### src/rtl/core/tick_rsi_slope_direction_top_defines.svh
// assertion macros shared by the rsi slope direction rtl
// no dependencies; included by files that carry concurrent assertions
`ifndef TICK_RSI_SLOPE_DIRECTION_TOP_DEFINES_SVH
`define TICK_RSI_SLOPE_DIRECTION_TOP_DEFINES_SVH

// same-cycle implication, disabled while reset is asserted
`define TRSD_ASSERT_IMP(label, clk, rst_n, ante, cons, msg) \
  label: assert property (@(posedge clk) disable iff (!rst_n) (ante) |-> (cons)) \
    else $error(msg);

// next-cycle implication, disabled while reset is asserted
`define TRSD_ASSERT_NXT(label, clk, rst_n, ante, cons, msg) \
  label: assert property (@(posedge clk) disable iff (!rst_n) (ante) |=> (cons)) \
    else $error(msg);

`endif

### src/rtl/core/trsd_pkg.sv
// shared types and fixed-format constants for the rsi slope direction block
// no dependencies; imported by trsd_rsi_div and the top level
`timescale 1ns / 1ps

package trsd_pkg;

  // register widths and apb geometry
  localparam int unsigned PERIOD_W = 7;
  localparam int unsigned ALPHA_W  = 17;
  localparam int unsigned THRESH_W = 16;
  localparam int unsigned ADDR_W   = 4;
  localparam int unsigned DATA_W   = 32;

  // result field widths
  localparam int unsigned RSI_W   = 15;
  localparam int unsigned SLOPE_W = 16;
  localparam int unsigned DIR_W   = 2;

  // register reset values
  localparam logic [PERIOD_W-1:0] PERIOD_RESET = 7'd30;
  localparam logic [ALPHA_W-1:0]  ALPHA_RESET  = 17'd11916;
  localparam logic [THRESH_W-1:0] THRESH_RESET = 16'd16384;
  localparam logic [THRESH_W-1:0] CEIL_RESET   = 16'd61440;

  // rsi scale: 100 in q7.8 is 25 shifted up by 10
  localparam logic [RSI_W-1:0] RSI_FULL  = 15'd25600;
  localparam logic [RSI_W-1:0] RSI_RESET = 15'd12800;
  localparam int unsigned      RSI_MUL_W = 5;
  localparam logic [RSI_MUL_W-1:0] RSI_MUL = 5'd25;
  localparam int unsigned      RSI_SHIFT = 10;
  localparam int unsigned      DCNT_W    = $clog2(RSI_W);

  // slope and ema arithmetic
  localparam logic [SLOPE_W-1:0] DELTA_LIMIT = 16'd1280;
  localparam int unsigned        SLOPE_SHIFT = 4;
  localparam logic [ALPHA_W-1:0] ALPHA_ONE   = 17'h10000;
  localparam int unsigned        ALPHA_FRAC  = 16;
  localparam int unsigned        DIFF_W      = 17;
  localparam int unsigned        ACC_W       = 34;
  localparam int unsigned        MCNT_W      = $clog2(ALPHA_W);
  localparam logic [ACC_W-1:0]   ROUND_HALF  = 34'd32768;

  // register map
  typedef enum logic [1:0] {
    REG_PERIOD = 2'd0,
    REG_ALPHA  = 2'd1,
    REG_THRESH = 2'd2,
    REG_CEIL   = 2'd3
  } reg_idx_e;

  // direction codes
  typedef enum logic [DIR_W-1:0] {
    DIR_NONE = 2'd0,
    DIR_RISE = 2'd1,
    DIR_FALL = 2'd2
  } dir_e;

endpackage

### src/rtl/core/trsd_ram.sv
// generic simple dual-port ram, one write and one registered read per cycle
// no dependencies
`timescale 1ns / 1ps

module trsd_ram #(
  parameter int unsigned WIDTH = 33,
  parameter int unsigned DEPTH = 64
) (
  input  logic                     clk_i,
  input  logic                     we_i,
  input  logic [$clog2(DEPTH)-1:0] waddr_i,
  input  logic [WIDTH-1:0]         wdata_i,
  input  logic [$clog2(DEPTH)-1:0] raddr_i,
  output logic [WIDTH-1:0]         rdata_o
);

  logic [WIDTH-1:0] mem_q [DEPTH];
  logic [WIDTH-1:0] rdata_q;

  // write port
  always_ff @(posedge clk_i) begin
    if (we_i) begin
      mem_q[waddr_i] <= wdata_i;
    end
  end

  // registered read port
  always_ff @(posedge clk_i) begin
    rdata_q <= mem_q[raddr_i];
  end

  assign rdata_o = rdata_q;

endmodule

### src/rtl/core/trsd_rsi_div.sv
// rsi unit: builds 25600*gain+total/2 one multiplier bit a cycle, then a
// restoring divide by the total, one quotient bit a cycle; uses trsd_pkg
`timescale 1ns / 1ps

module trsd_rsi_div #(
  parameter int unsigned SUM_W = 38
) (
  input  logic                      clk_i,
  input  logic                      rst_ni,
  input  logic                      start_i,
  // both sums must be held stable by the caller until done_o; this unit does not enforce it
  input  logic [SUM_W-1:0]          gain_sum_i,
  input  logic [SUM_W-1:0]          total_i,
  output logic                      done_o,
  output logic [trsd_pkg::RSI_W-1:0] rsi_o
);

  import trsd_pkg::*;

  localparam int unsigned NUM_W = SUM_W + RSI_W;

  localparam logic [1:0] PH_IDLE = 2'd0;
  localparam logic [1:0] PH_MUL  = 2'd1;
  localparam logic [1:0] PH_HALF = 2'd2;
  localparam logic [1:0] PH_DIV  = 2'd3;

  logic [1:0]           ph_q, ph_d;
  logic [NUM_W-1:0]     n_q, n_d;
  logic [NUM_W-1:0]     d_q, d_d;
  logic [RSI_MUL_W-1:0] cm_q, cm_d;
  logic [DCNT_W-1:0]    cnt_q, cnt_d;
  logic [RSI_W-1:0]     quo_q, quo_d;
  logic                 done_q, done_d;
  logic                 fits;

  assign fits = (n_q >= d_q);

  // sequencer: constant multiply, half-total add, then divide
  always_comb begin
    ph_d   = ph_q;
    n_d    = n_q;
    d_d    = d_q;
    cm_d   = cm_q;
    cnt_d  = cnt_q;
    quo_d  = quo_q;
    done_d = 1'b0;
    unique case (ph_q)
      PH_IDLE: begin
        if (start_i) begin
          n_d   = '0;
          cm_d  = RSI_MUL;
          cnt_d = DCNT_W'(RSI_MUL_W - 1);
          ph_d  = PH_MUL;
        end
      end
      PH_MUL: begin
        n_d   = {n_q[NUM_W-2:0], 1'b0} + (cm_q[RSI_MUL_W-1] ? NUM_W'(gain_sum_i) : '0);
        cm_d  = {cm_q[RSI_MUL_W-2:0], 1'b0};
        cnt_d = cnt_q - DCNT_W'(1);
        if (cnt_q == '0) begin
          ph_d = PH_HALF;
        end
      end
      PH_HALF: begin
        n_d   = (n_q << RSI_SHIFT) + NUM_W'(total_i >> 1);
        d_d   = NUM_W'(total_i) << (RSI_W - 1);
        cnt_d = DCNT_W'(RSI_W - 1);
        quo_d = '0;
        ph_d  = PH_DIV;
      end
      PH_DIV: begin
        if (fits) begin
          n_d = n_q - d_q;
        end
        quo_d = {quo_q[RSI_W-2:0], fits};
        d_d   = d_q >> 1;
        cnt_d = cnt_q - DCNT_W'(1);
        if (cnt_q == '0) begin
          done_d = 1'b1;
          ph_d   = PH_IDLE;
        end
      end
      default: ph_d = PH_IDLE;
    endcase
  end

  // control state
  always_ff @(posedge clk_i or negedge rst_ni) begin
    if (!rst_ni) begin
      ph_q   <= PH_IDLE;
      done_q <= 1'b0;
    end else begin
      ph_q   <= ph_d;
      done_q <= done_d;
    end
  end

  // datapath shift registers
  always_ff @(posedge clk_i) begin
    n_q   <= n_d;
    d_q   <= d_d;
    cm_q  <= cm_d;
    cnt_q <= cnt_d;
    quo_q <= quo_d;
  end

  assign done_o = done_q;
  assign rsi_o  = quo_q;

endmodule

### src/rtl/core/tick_rsi_slope_direction_top.sv
// channel  | direction | handshake              | payload
// in       | sink      | in_valid_i/in_stall_o   | mid_price_i
// out      | source    | out_valid_o/out_stall_i | rsi_value_o smoothed_slope_o is_warm_o
//          |           |                        | direction_o
// apb      | slave     | psel/penable/pready     | paddr pwrite pwdata prdata
//
// one item at a time: the first stored price goes straight to emit, a change while
// the window fills runs sub, add and check, and a full window may add the 5-step constant
// multiply and 15-step divide in trsd_rsi_div, then the 17-step ema multiply
// reset is asynchronous, active low; the window ram needs no clearing pass
// a waiting result sits in the output register while the next item is taken;
// only the final load of a result waits on out_stall_i
// depends on trsd_pkg, trsd_ram, trsd_rsi_div and the assertion macro header
`timescale 1ns / 1ps
`include "tick_rsi_slope_direction_top_defines.svh"

module tick_rsi_slope_direction_top #(
  parameter int unsigned MAX_PERIOD  = 64,
  parameter int unsigned PRICE_WIDTH = 32
) (
  input  logic                              clk_i,
  input  logic                              rst_ni,
  // input channel
  input  logic                              in_valid_i,
  output logic                              in_stall_o,
  input  logic [PRICE_WIDTH-1:0]            mid_price_i,
  // output channel
  output logic                              out_valid_o,
  input  logic                              out_stall_i,
  output logic [trsd_pkg::RSI_W-1:0]        rsi_value_o,
  output logic signed [trsd_pkg::SLOPE_W-1:0] smoothed_slope_o,
  output logic                              is_warm_o,
  output logic [trsd_pkg::DIR_W-1:0]        direction_o,
  // configuration port
  input  logic                              psel,
  input  logic                              penable,
  input  logic                              pwrite,
  input  logic [trsd_pkg::ADDR_W-1:0]       paddr,
  input  logic [trsd_pkg::DATA_W-1:0]       pwdata,
  output logic [trsd_pkg::DATA_W-1:0]       prdata,
  output logic                              pready
);

  import trsd_pkg::*;

  localparam int unsigned SUM_W = PRICE_WIDTH + $clog2(MAX_PERIOD);
  localparam int unsigned CNT_W = $clog2(MAX_PERIOD + 1);
  localparam int unsigned PTR_W = $clog2(MAX_PERIOD);
  localparam int unsigned ENT_W = PRICE_WIDTH + 1;
  localparam logic [CNT_W-1:0] PMax = CNT_W'(MAX_PERIOD);

  localparam logic [3:0] S_IDLE  = 4'd0;
  localparam logic [3:0] S_SUB   = 4'd1;
  localparam logic [3:0] S_ADD   = 4'd2;
  localparam logic [3:0] S_CHK   = 4'd3;
  localparam logic [3:0] S_DIVW  = 4'd4;
  localparam logic [3:0] S_SLOPE = 4'd5;
  localparam logic [3:0] S_MUL   = 4'd6;
  localparam logic [3:0] S_ROUND = 4'd7;
  localparam logic [3:0] S_EMIT  = 4'd8;

  // configuration registers
  logic [PERIOD_W-1:0] period_q;
  logic [ALPHA_W-1:0]  alpha_q;
  logic [THRESH_W-1:0] thresh_q;
  logic [THRESH_W-1:0] ceil_q;
  logic                cfg_we;
  logic                period_we;

  // control and window state
  logic [3:0]             state_q, state_d;
  logic [PRICE_WIDTH-1:0] prev_q, prev_d;
  logic [CNT_W-1:0]       fill_q, fill_d;
  logic [PTR_W-1:0]       ptr_q, ptr_d;
  logic [PTR_W-1:0]       wptr_q, wptr_d;
  logic [SUM_W-1:0]       gsum_q, gsum_d;
  logic [SUM_W-1:0]       lsum_q, lsum_d;
  logic [PRICE_WIDTH-1:0] new_mag_q, new_mag_d;
  logic                   new_gain_q, new_gain_d;
  logic                   full_q, full_d;

  // rsi and slope state
  logic [RSI_W-1:0]   rsi_q, rsi_d;
  logic [RSI_W-1:0]   rsi_new_q, rsi_new_d;
  logic [SLOPE_W-1:0] slope_q, slope_d;
  logic               warm_q, warm_d;
  logic [DIFF_W-1:0]  diff_q, diff_d;
  logic [ACC_W-1:0]   acc_q, acc_d;
  logic [ALPHA_W-1:0] alpha_sh_q, alpha_sh_d;
  logic [MCNT_W-1:0]  mcnt_q, mcnt_d;

  // output register
  logic               out_valid_q, out_valid_d;
  logic [RSI_W-1:0]   out_rsi_q;
  logic [SLOPE_W-1:0] out_slope_q;
  logic               out_warm_q;
  logic [DIR_W-1:0]   out_dir_q;
  logic               out_load;

  // combinational helpers
  logic               in_xfer;
  logic [CNT_W-1:0]   p_act;
  logic [CNT_W-1:0]   ptr_eff;
  logic [CNT_W-1:0]   ptr_inc;
  logic               ram_we;
  logic [ENT_W-1:0]   ram_rdata;
  logic               div_start;
  logic               div_done;
  logic [RSI_W-1:0]   div_rsi;
  logic [SLOPE_W-1:0] delta;
  logic [SLOPE_W-1:0] delta_c;
  logic [SLOPE_W-1:0] slope_new;
  logic [ACC_W-1:0]   acc_rnd;
  logic [ALPHA_W-1:0] alpha_c;
  dir_e               dir_now;

  // apb register file
  assign pready    = 1'b1;
  assign cfg_we    = psel && penable && pwrite;
  assign period_we = cfg_we && (reg_idx_e'(paddr[3:2]) == REG_PERIOD);

  always_ff @(posedge clk_i or negedge rst_ni) begin
    if (!rst_ni) begin
      period_q <= PERIOD_RESET;
      alpha_q  <= ALPHA_RESET;
      thresh_q <= THRESH_RESET;
      ceil_q   <= CEIL_RESET;
    end else if (cfg_we) begin
      unique case (reg_idx_e'(paddr[3:2]))
        REG_PERIOD: period_q <= pwdata[PERIOD_W-1:0];
        REG_ALPHA:  alpha_q  <= pwdata[ALPHA_W-1:0];
        REG_THRESH: thresh_q <= pwdata[THRESH_W-1:0];
        REG_CEIL:   ceil_q   <= pwdata[THRESH_W-1:0];
        default:    ;
      endcase
    end
  end

  always_comb begin
    unique case (reg_idx_e'(paddr[3:2]))
      REG_PERIOD: prdata = DATA_W'(period_q);
      REG_ALPHA:  prdata = DATA_W'(alpha_q);
      REG_THRESH: prdata = DATA_W'(thresh_q);
      REG_CEIL:   prdata = DATA_W'(ceil_q);
      default:    prdata = '0;
    endcase
  end

  // active period, zero acts as one and large values saturate
  always_comb begin
    if (period_q == '0) begin
      p_act = CNT_W'(1);
    end else if (32'(period_q) > 32'(MAX_PERIOD)) begin
      p_act = PMax;
    end else begin
      p_act = CNT_W'(period_q);
    end
  end

  // ring position for this change and the one after it
  assign ptr_eff = (CNT_W'(ptr_q) >= p_act) ? '0 : CNT_W'(ptr_q);
  assign ptr_inc = ptr_eff + CNT_W'(1);

  // clamped alpha and direction bands
  assign alpha_c = (alpha_q > ALPHA_ONE) ? ALPHA_ONE : alpha_q;

  always_comb begin
    logic [THRESH_W:0] s17;
    logic [THRESH_W:0] t17;
    logic [THRESH_W:0] c17;
    s17 = {slope_q[SLOPE_W-1], slope_q};
    t17 = {1'b0, thresh_q};
    c17 = {1'b0, ceil_q};
    dir_now = DIR_NONE;
    if (warm_q) begin
      if ($signed(s17) > $signed(t17) && $signed(s17) < $signed(c17)) begin
        dir_now = DIR_RISE;
      end else if ($signed(s17) < $signed(-t17) && $signed(s17) > $signed(-c17)) begin
        dir_now = DIR_FALL;
      end
    end
  end

  // rsi change clamped to five points and moved to q3.12
  assign delta = {1'b0, rsi_new_q} - {1'b0, rsi_q};
  always_comb begin
    if ($signed(delta) > $signed(DELTA_LIMIT)) begin
      delta_c = DELTA_LIMIT;
    end else if ($signed(delta) < $signed(-DELTA_LIMIT)) begin
      delta_c = -DELTA_LIMIT;
    end else begin
      delta_c = delta;
    end
  end
  assign slope_new = delta_c << SLOPE_SHIFT;

  // round half up of the ema step
  assign acc_rnd = acc_q + ROUND_HALF;

  assign in_xfer  = in_valid_i && (state_q == S_IDLE);
  assign out_load = (state_q == S_EMIT) && (!out_valid_q || !out_stall_i);

  // item sequencer
  always_comb begin
    state_d     = state_q;
    prev_d      = prev_q;
    fill_d      = fill_q;
    ptr_d       = ptr_q;
    wptr_d      = wptr_q;
    gsum_d      = gsum_q;
    lsum_d      = lsum_q;
    new_mag_d   = new_mag_q;
    new_gain_d  = new_gain_q;
    full_d      = full_q;
    rsi_d       = rsi_q;
    rsi_new_d   = rsi_new_q;
    slope_d     = slope_q;
    warm_d      = warm_q;
    diff_d      = diff_q;
    acc_d       = acc_q;
    alpha_sh_d  = alpha_sh_q;
    mcnt_d      = mcnt_q;
    ram_we      = 1'b0;
    div_start   = 1'b0;
    out_valid_d = out_valid_q && out_stall_i;

    unique case (state_q)
      S_IDLE: begin
        if (in_xfer) begin
          prev_d = mid_price_i;
          if (prev_q == '0) begin
            // first price only stored
            state_d = S_EMIT;
          end else begin
            new_gain_d = mid_price_i > prev_q;
            new_mag_d  = (mid_price_i > prev_q) ? mid_price_i - prev_q
                                                : prev_q - mid_price_i;
            wptr_d  = PTR_W'(ptr_eff);
            ptr_d   = (ptr_inc >= p_act) ? '0 : PTR_W'(ptr_inc);
            full_d  = fill_q >= p_act;
            state_d = S_SUB;
          end
        end
      end
      S_SUB: begin
        // retire the oldest entry or grow the window
        if (full_q) begin
          if (ram_rdata[ENT_W-1]) begin
            gsum_d = gsum_q - SUM_W'(ram_rdata[PRICE_WIDTH-1:0]);
          end else begin
            lsum_d = lsum_q - SUM_W'(ram_rdata[PRICE_WIDTH-1:0]);
          end
        end else begin
          fill_d = fill_q + CNT_W'(1);
        end
        ram_we  = 1'b1;
        state_d = S_ADD;
      end
      S_ADD: begin
        if (new_gain_q) begin
          gsum_d = gsum_q + SUM_W'(new_mag_q);
        end else begin
          lsum_d = lsum_q + SUM_W'(new_mag_q);
        end
        state_d = S_CHK;
      end
      S_CHK: begin
        if (fill_q >= p_act) begin
          if (lsum_q == '0) begin
            rsi_new_d = RSI_FULL;
            state_d   = S_SLOPE;
          end else begin
            div_start = 1'b1;
            state_d   = S_DIVW;
          end
        end else begin
          state_d = S_EMIT;
        end
      end
      S_DIVW: begin
        if (div_done) begin
          rsi_new_d = div_rsi;
          state_d   = S_SLOPE;
        end
      end
      S_SLOPE: begin
        rsi_d = rsi_new_q;
        if (!warm_q) begin
          // first slope seeds the average
          slope_d = slope_new;
          warm_d  = 1'b1;
          state_d = S_EMIT;
        end else begin
          diff_d     = {slope_new[SLOPE_W-1], slope_new} - {slope_q[SLOPE_W-1], slope_q};
          acc_d      = '0;
          alpha_sh_d = alpha_c;
          mcnt_d     = MCNT_W'(ALPHA_W - 1);
          state_d    = S_MUL;
        end
      end
      S_MUL: begin
        // alpha msb first, one bit a cycle
        acc_d = {acc_q[ACC_W-2:0], 1'b0}
              + (alpha_sh_q[ALPHA_W-1] ? {{(ACC_W-DIFF_W){diff_q[DIFF_W-1]}}, diff_q} : '0);
        alpha_sh_d = {alpha_sh_q[ALPHA_W-2:0], 1'b0};
        mcnt_d     = mcnt_q - MCNT_W'(1);
        if (mcnt_q == '0) begin
          state_d = S_ROUND;
        end
      end
      S_ROUND: begin
        slope_d = slope_q + acc_rnd[ALPHA_FRAC+SLOPE_W-1:ALPHA_FRAC];
        state_d = S_EMIT;
      end
      S_EMIT: begin
        if (out_load) begin
          out_valid_d = 1'b1;
          state_d     = S_IDLE;
        end
      end
      default: state_d = S_IDLE;
    endcase

    // a new period empties the window
    if (period_we) begin
      fill_d = '0;
      ptr_d  = '0;
      gsum_d = '0;
      lsum_d = '0;
    end
  end

  // control state
  always_ff @(posedge clk_i or negedge rst_ni) begin
    if (!rst_ni) begin
      state_q     <= S_IDLE;
      prev_q      <= '0;
      fill_q      <= '0;
      ptr_q       <= '0;
      gsum_q      <= '0;
      lsum_q      <= '0;
      rsi_q       <= RSI_RESET;
      slope_q     <= '0;
      warm_q      <= 1'b0;
      out_valid_q <= 1'b0;
    end else begin
      state_q     <= state_d;
      prev_q      <= prev_d;
      fill_q      <= fill_d;
      ptr_q       <= ptr_d;
      gsum_q      <= gsum_d;
      lsum_q      <= lsum_d;
      rsi_q       <= rsi_d;
      slope_q     <= slope_d;
      warm_q      <= warm_d;
      out_valid_q <= out_valid_d;
    end
  end

  // working registers
  always_ff @(posedge clk_i) begin
    wptr_q     <= wptr_d;
    new_mag_q  <= new_mag_d;
    new_gain_q <= new_gain_d;
    full_q     <= full_d;
    rsi_new_q  <= rsi_new_d;
    diff_q     <= diff_d;
    acc_q      <= acc_d;
    alpha_sh_q <= alpha_sh_d;
    mcnt_q     <= mcnt_d;
  end

  // result register
  always_ff @(posedge clk_i) begin
    if (out_load) begin
      out_rsi_q   <= rsi_q;
      out_slope_q <= slope_q;
      out_warm_q  <= warm_q;
      out_dir_q   <= dir_now;
    end
  end

  assign in_stall_o       = (state_q != S_IDLE);
  assign out_valid_o      = out_valid_q;
  assign rsi_value_o      = out_rsi_q;
  assign smoothed_slope_o = out_slope_q;
  assign is_warm_o        = out_warm_q;
  assign direction_o      = out_dir_q;

  // change window: gain flag over magnitude
  trsd_ram #(
    .WIDTH (ENT_W),
    .DEPTH (MAX_PERIOD)
  ) u_window (
    .clk_i   (clk_i),
    .we_i    (ram_we),
    .waddr_i (wptr_q),
    .wdata_i ({new_gain_q, new_mag_q}),
    .raddr_i (PTR_W'(ptr_eff)),
    .rdata_o (ram_rdata)
  );

  // serial rsi unit
  trsd_rsi_div #(
    .SUM_W (SUM_W)
  ) u_rsi_div (
    .clk_i      (clk_i),
    .rst_ni     (rst_ni),
    .start_i    (div_start),
    .gain_sum_i (gsum_q),
    .total_i    (gsum_q + lsum_q),
    .done_o     (div_done),
    .rsi_o      (div_rsi)
  );

  // checks on the sequencer and datapath
  `TRSD_ASSERT_NXT(a_accept_leaves_idle, clk_i, rst_ni, in_valid_i && !in_stall_o, state_q != S_IDLE, "accepted transfer did not start work")
  `TRSD_ASSERT_IMP(a_fill_in_period, clk_i, rst_ni, 1'b1, fill_q <= p_act, "window fill above active period")
  `TRSD_ASSERT_IMP(a_rsi_in_range, clk_i, rst_ni, div_done, div_rsi <= RSI_FULL, "rsi quotient above full scale")
  `TRSD_ASSERT_IMP(a_cold_no_direction, clk_i, rst_ni, out_valid_o && !is_warm_o, direction_o == DIR_NONE, "direction given before warm")

endmodule
### config.mk
export PLATFORM = sky130hd
export DESIGN_NAME = tick_rsi_slope_direction_top
export DESIGN_NICKNAME = d
export VERILOG_FILES = /design/src/rtl/core/trsd_pkg.sv /design/src/rtl/core/trsd_ram.sv /design/src/rtl/core/trsd_rsi_div.sv /design/src/rtl/core/tick_rsi_slope_direction_top.sv
export VERILOG_INCLUDE_DIRS = /design/src /design/src/rtl/core
export SDC_FILE = /design/constraint.sdc
export NUM_CORES = 2
export LEC_CHECK = 0
export BUFFER_PORTS_ARGS = -buffer_cell sky130_fd_sc_hd__buf_2
export CORE_MARGIN = 5
export CORE_UTILIZATION = 55
export CTS_CLUSTER_DIAMETER = 150
export DETAILED_ROUTE_END_ITERATION = 7
export GPL_ROUTABILITY_DRIVEN = 0
export HOLD_SLACK_MARGIN = 0.03
export PLACE_DENSITY_LB_ADDON = 0.3
export REMOVE_ABC_BUFFERS = 1
export SYNTH_ARGS = -nofsm -noshare
export SYNTH_HDL_FRONTEND = slang
export SYNTH_HIERARCHICAL = 1
export SYNTH_SLANG_ARGS = --single-unit
### constraint.sdc
create_clock -name clk_i -period 7.3 [get_ports clk_i]
set_input_delay 0.73 -clock clk_i [delete_from_list [all_inputs] [get_ports clk_i]]
set_output_delay 0.73 -clock clk_i [all_outputs]
set_load 0.05 [all_outputs]
==> Word-level counts from Yosys, hierarchy flattened <==
Memories as Yosys holds them, arrays and structs flattened. A register that Yosys moved wholly into a read port is not among the register bits.
Cells that the tools add are included.
{ "op_classes": {"reduce_logical": 49, "magnitude_cmp": 13, "eq_ne": 33, "mux": 74, "add_sub_neg": 21, "bitwise": 2} }
{ "ops": {"columns": ["cell", "count"], "rows": [
  ["two-way mux 38 bit", 9],
  ["case mux 53 bit (4 select lines)", 1],
  ["case mux 38 bit (2 select lines)", 2],
  ["case mux 32 bit (4 select lines)", 1],
  ["two-way mux 53 bit", 2],
  ["case mux 53 bit (2 select lines)", 1],
  ["two-way mux 32 bit", 3],
  ["adder 38 x 32 -> 38 bit", 2],
  ["subtractor 38 x 32 -> 38 bit", 2],
  ["case mux 32 bit (2 select lines)", 1],
  ["subtractor 32 bit", 2],
  ["case mux 15 bit (2 select lines)", 2],
  ["adder 53 x 37 -> 53 bit", 1],
  ["adder 53 bit", 1],
  ["greater-or-equal comparator 53 bit", 1],
  ["subtractor 53 bit", 1],
  ["two-way mux 15 bit", 3],
  ["adder 38 bit", 1],
  ["zero test 38 bit", 1],
  ["two-way mux 6 bit", 6],
  ["case mux 4 bit (9 select lines)", 1],
  ["two-way mux 7 bit", 5],
  ["> comparator 16 x 17 -> 1 bit", 2],
  ["less-than comparator 16 x 17 -> 1 bit", 2],
  ["55 further kinds", 139]
]} }
{ "totals": {"output_inout_bits": 69, "mem_bits_rw": 2112, "register_bits": 507, "n_memories": 1} }
{ "memory_table": {"columns": ["name", "words", "word_bits", "read_ports", "rd_ports_with_merged_regs", "write_ports", "line_no", "rtl"], "rows": [
  ["u_window.mem_q", 64, 33, 1, 1, 1, "trsd_ram.sv:17", "logic [WIDTH-1:0] mem_q [DEPTH];"]
]} }

==> Logic depth before layout (Yosys ltp) <==
{ "logic_depth": {"ltp_word": 12, "depth_mapped": 27} }

==> Modules after synthesis <==
The synthesis kept the hierarchy.
{ "by_module_without_submodules": {"columns": ["module", "cells_per_inst", "seq_area_each_um2", "area_each_um2", "instances"], "rows": [
  ["trsd_ram", 3647, 64081.5, 81428.1, 1],
  ["tick_rsi_slope_direction_top", 3410, 10183.5, 30040.1, 1],
  ["trsd_rsi_div", 1572, 3948.8, 13583.0, 1]
]} }

==> Worst setup path before layout <==
Ideal clock, no wire load.
{ "synth_timing": {"path_kind": "reg2reg", "start": "register rsi_new_q[0]", "end": "register diff_q[15], data pin", "path_buffers": 2, "stages_incl_launch_ff": 28, "slack_ns": 1.868, "setup_ns": 0.266, "arrival_ns": 5.166, "cell_sequence": "edfxtp_1 -> inv_1 -> ha_1 -> inv_1 -> fa_1 -> a21o_1 -> a21o_1 -> a21o_1 -> a31oi_1 -> nor4_1 -> a311o_1 -> a311oi_1 -> a31oi_1 -> or2_1 -> clkbuf_1 -> clkbuf_1 -> nor2_1 -> ha_1 -> a21oi_1 -> o21bai_1 -> a21oi_1 -> o21bai_1 -> a21oi_1 -> o21ai_0 -> a21o_1 -> a2111oi_0 -> nor3_1 -> xor2_1"} }
{ "synth_via": {"elab_chain_len": 5} }
{ "synth_rtl": {"columns": ["element", "line_no", "rtl"], "rows": [
  ["start: declaration", "tick_rsi_slope_direction_top.sv:84", "logic [RSI_W-1:0] rsi_new_q, rsi_new_d;"],
  ["start signal: assignment", "tick_rsi_slope_direction_top.sv:366", "rsi_new_q <= rsi_new_d;"],
  ["subtractor 15 x 15 -> 16 bit (*)", "tick_rsi_slope_direction_top.sv:185", "assign delta = {1'b0, rsi_new_q} - {1'b0, rsi_q};"],
  ["less-than comparator 16 x 12 -> 1 bit", "tick_rsi_slope_direction_top.sv:189", "end else if ($signed(delta) < $signed(-DELTA_LIMIT)) begin"],
  ["two-way mux 12 bit", "tick_rsi_slope_direction_top.sv:189", null],
  ["two-way mux 12 bit (*)", "tick_rsi_slope_direction_top.sv:187", "if ($signed(delta) > $signed(DELTA_LIMIT)) begin"],
  ["subtractor 16 x 16 -> 17 bit (*)", "tick_rsi_slope_direction_top.sv:294", "diff_d = {slope_new[SLOPE_W-1], slope_new} - {slope_q[SLOPE_W-1], slope_q};"],
  ["end signal: assignment", "tick_rsi_slope_direction_top.sv:367", "diff_q <= diff_d;"],
  ["end: declaration", "tick_rsi_slope_direction_top.sv:87", "logic [DIFF_W-1:0] diff_q, diff_d;"]
]} }
Every way passes the cells marked *; elsewhere a longest branch is shown, timed or not.
A chain may end at the register's enable or synchronous reset.

==> Final worst setup path <==
{ "layout_timing": {"start": "register lsum_q[1]", "end": "register u_rsi_div.n_q[52], data pin"} }
{ "layout_via": {"elab_chain_len": 3} }
{ "layout_rtl": {"columns": ["element", "line_no", "rtl"], "rows": [
  ["start: declaration", "tick_rsi_slope_direction_top.sv:77", "logic [SUM_W-1:0] lsum_q, lsum_d;"],
  ["start signal: assignment", "tick_rsi_slope_direction_top.sv:352", "lsum_q <= lsum_d;"],
  ["adder 38 bit", "tick_rsi_slope_direction_top.sv:411", ".total_i (gsum_q + lsum_q),"],
  ["adder 53 x 37 -> 53 bit", "trsd_rsi_div.sv:65", "n_d = (n_q << RSI_SHIFT) + NUM_W'(total_i >> 1);"],
  ["case mux 53 bit (4 select lines)", "trsd_rsi_div.sv:47", "unique case (ph_q)"],
  ["named net u_rsi_div.n_d[52]", "trsd_rsi_div.sv:28", "logic [NUM_W-1:0] n_q, n_d;"],
  ["end signal: assignment", "trsd_rsi_div.sv:100", "n_q <= n_d;"],
  ["end: declaration", "trsd_rsi_div.sv:28", null]
]} }
The timed path passes the listed nets, and every way through them passes these cells.

==> impl_metrics.yaml <==
clock_tree:
  postCtsSetupBuffers: 0
  cts.clk_slew.worst_paths_ps: 60
  cts_resized: 0
  clock_latency_ps: 960
  cts_buffers: 286
  ctsRootBufferMaster: "clkbuf_16"
  cts_tree: "yes"
  cts.sinks: 2651
  ctsHoldBuffers: 1
  clk_path_buf_depth: 4
  cts_max_level: 5
pwr:
  power.total_uw: 65100
  p_leak_uw: 0.0482
  p_per_area_nw_per_um2: 469
  ir_drop_mv: 0.396
worst_setup_path:
  cp-end-kind: "flop"
  criticalPathCategory: "flop to flop"
  path_delay_family: "compound AO/OA/AOI/OAI gates"
  critPathMaxStageDelay_ps: 560
  crit_required_ps: 7880
  worst_setup_path_start_kind: "flop"
  arrival_ps: 7050
  r2r_slack_ps: 830
  crit_fanout: 8
  path_buf_inv: 2
  critical-path-slowest-cell: "dfrtp_1"
synthesis:
  synth_cell_types: 121
  yosys_warnings: 6
  synthCells: 8629
  avgSynthCellArea_sq_um: 14.5
  yosys.area.top_type: "edfxtp_1"
  synth_edf_count: 2401
  synthTopCellsByArea: "edfxtp_1 (58%), mux4_2 (8.4%), ha_1 (4.6%)"
  netlist_area_sq_um: 125000
  synth-seq-area-share_pct: 62.5
  synth_top_area_share_pct: 57.7
  async_reset_ff_share_pct: 8.19
  synth-seq-cells: 2651
  ys.flop_type: "edfxtp_1"
placed_design:
  port_buffers: 110
  place_area_sq_um: 130000
  dp.final_hpwl_um: 210000
  place_inst: 11600
cells_and_area:
  seq_area_sq_um: 78200
  area_delta_synth_final_pct: 11.0
  layout-drive-gt1-share_pct: 16.4
  fin_nets: 9376
  nFillCells: 16300
  multiInputGateArea_sq_um: 44200
  fin_area_sq_um: 139000
  fin_cells: 12100
global_route:
  grt.total_usage_pct: 28.2
  grt_pass1_vias: 78400
  grt_pass1_wl_um: 500000
  overflow: 0
  antenna_found_initial: 13
  grt_max_degree: 120
sta:
  whs_ps: 76.6
  fin_crit_ps: 6470
  slew_headroom_pct: 3.88
  setup_viol: 0
  finalHoldViolCount: 0
  drv_slew: 0
  finalCritPeriodShare_pct: 88.6
  rsz0062_at_grt: "false"
  fmax_mhz: 155
  skew_ps: 110
  worst_slew_pin_slew_ps: 1430
status:
  status: "complete, no violations"
min_path:
  hp-class: "primary input to flop"
floorplanning:
  die_w_um: 487
  ioPinCount: 144
  design.die.area_sq_um: 237000
  core_area_sq_um: 227000
  die_y_um: 487
  rows: 175
  start_util_pct: 55.1
detailed_routing:
  post_drt_wl_per_cell_um: 28.1
  drtAntennaViolNets: 0
  viasPerCell: 6.56
  drt_iter0_markers: 9663
  post-route-drc-count: 0
  vias: 79000
  drt_pass1_iterations: 8
  totalWireLength_um: 339000
flow_run:
  max-cap-violations: 0
==> through the flow <==
stage	utilization, %	setup WS [ps]	TNS [ps]
global route	61.2	330	0
detailed placement	57.2	1040	0
finish	61.2	835	0
floorplan	-	-42700	-1634100
global placement	57.2	1060	0
CTS	61.2	962	0
==> kinds of logic (layout without fill, tap and decap cells) <==
kind of cell,Yosys count,count (layout),share of synthesized area [%]
compound gates,1757,1757,9.26
xor+xnor,389,389,2.72
fa+ha+maj,471,471,4.78
buf+inv,729,1122,2.63
flops,2651,2651,62.5
mux,746,746,10.8
other cells,2,25,0.00601
simple gates,1884,1884,7.29
==> Yosys cell counts, types with 23 or more instances <==
cell,count
a21oi_1,474
ha_1,460
and2_1,104
nand2b_1,61
o221ai_1,40
a21o_1,167
a211oi_1,77
dfrtp_1,198
inv_1,311
clkbuf_1,245
nor2_1,453
dfxtp_1,33
o22ai_1,94
a22oi_1,80
nor3_1,84
o21a_1,57
or3_1,36
nand2_1,576
xnor2_1,253
a22o_1,25
nor4_1,48
o31ai_1,31
xor2_1,136
edfxtp_1,2401
buf_4,51
o21bai_1,62
and3_1,48
nor2b_1,83
mux2i_1,153
o21ai_0,321
buf_6,28
a31oi_1,57
buf_2,74
o211ai_1,39
mux4_2,467
nand4_1,121
mux2_2,124
or2_2,23
nand3_1,164
==> placed cells by master (no fill, tap or decap), types with 188 or more instances in the layout <==
| cell | n |
|---|---|
| a21oi_1 | 473 |
| buf_4 | 188 |
| clkbuf_16 | 293 |
| dfrtp_1 | 198 |
| edfxtp_1 | 2401 |
| ha_1 | 456 |
| inv_1 | 310 |
| mux4_2 | 467 |
| nand2_1 | 573 |
| nor2_1 | 384 |
| o21ai_0 | 320 |
| xnor2_1 | 253 |
==> sequential cells by signal, summed over array words and instances (netlist names), 6 cells and up <==
register	flops
u_window/rdata_o	33
ceil_q	16
u_window/mem_q	2112
prev_q	32
gsum_q	38
new_mag_q	32
fill_q	7
lsum_q	38
alpha_q	17
rsi_value_o	15
acc_q	32
period_q	7
u_rsi_div/d_q	52
rsi_q	15
u_rsi_div/rsi_o	15
diff_q	17
wptr_q	6
smoothed_slope_o	16
ptr_q	6
u_rsi_div/n_q	53
slope_q	16
rsi_new_q	15
thresh_q	16
alpha_sh_q	17
==> layer usage <==
metal | global-route usage, % | wire, um | vias up
met2 | 46.6 | 163000 | 4519
met1 | 37.3 | 126000 | 39700
met5 | 0 | 0 | -
li1 | - | - | 34000
met4 | 11.7 | 16700 | 0
met3 | 4.78 | 33000 | 798
==> report_power, final <==
group	internal, uW	switching, uW
Sequential	20000	1600
Combinational	11300	18000
Clock	8390	5800
==> worst register-to-register path: stages, from the launching register on <==
cell       delay (ps)
dfrtp_1           560
inv_1             170
fa_1              450
nor2b_1           160
o31a_1            210
o31ai_1           130
o31ai_1           440
a21o_1            200
a21o_1            140
a21oi_1            80
o21ai_0           250
o21a_1            140
nor2_1             50
xnor2_1           350
ha_1              320
and3_1            230
a221oi_1           90
o21ai_1           120
a21oi_1           100
buf_4             160
o31a_1            310
o31a_2            440
nor4_2            310
xor2_1            160
a2111oi_0         420
a31oi_1           140
==> final timing paths <==
check                                startpoint                 to  cells after the start
worst max register to register        lsum_q[1]  u_rsi_div/n_q[52]                     25
worst max-delay path                  lsum_q[1]  u_rsi_div/n_q[52]                     25
worst min register to register        rsi_q[10]    rsi_value_o[10]                      0
min in group asynchronous                rst_ni        alpha_q[15]                      2
max in group asynchronous                rst_ni          prev_q[6]                      3
worst min-delay path            mid_price_i[31]         prev_q[31]                      2
==> area by class of cell <==
cell class | instances | share of cell area (%)
Timing Repair Buffer | 316 | 1.67
Clock buffer | 354 | 5.50
Tap cell | 3009 | 2.71
Antenna cell | 9 | 0.0162
Clock inverter | 140 | 1.04
Multi-Input combinational cell | 5263 | 31.9
Inverter | 312 | 0.849
Sequential cell | 2651 | 56.3
Power figures use the tool's default switching activity.
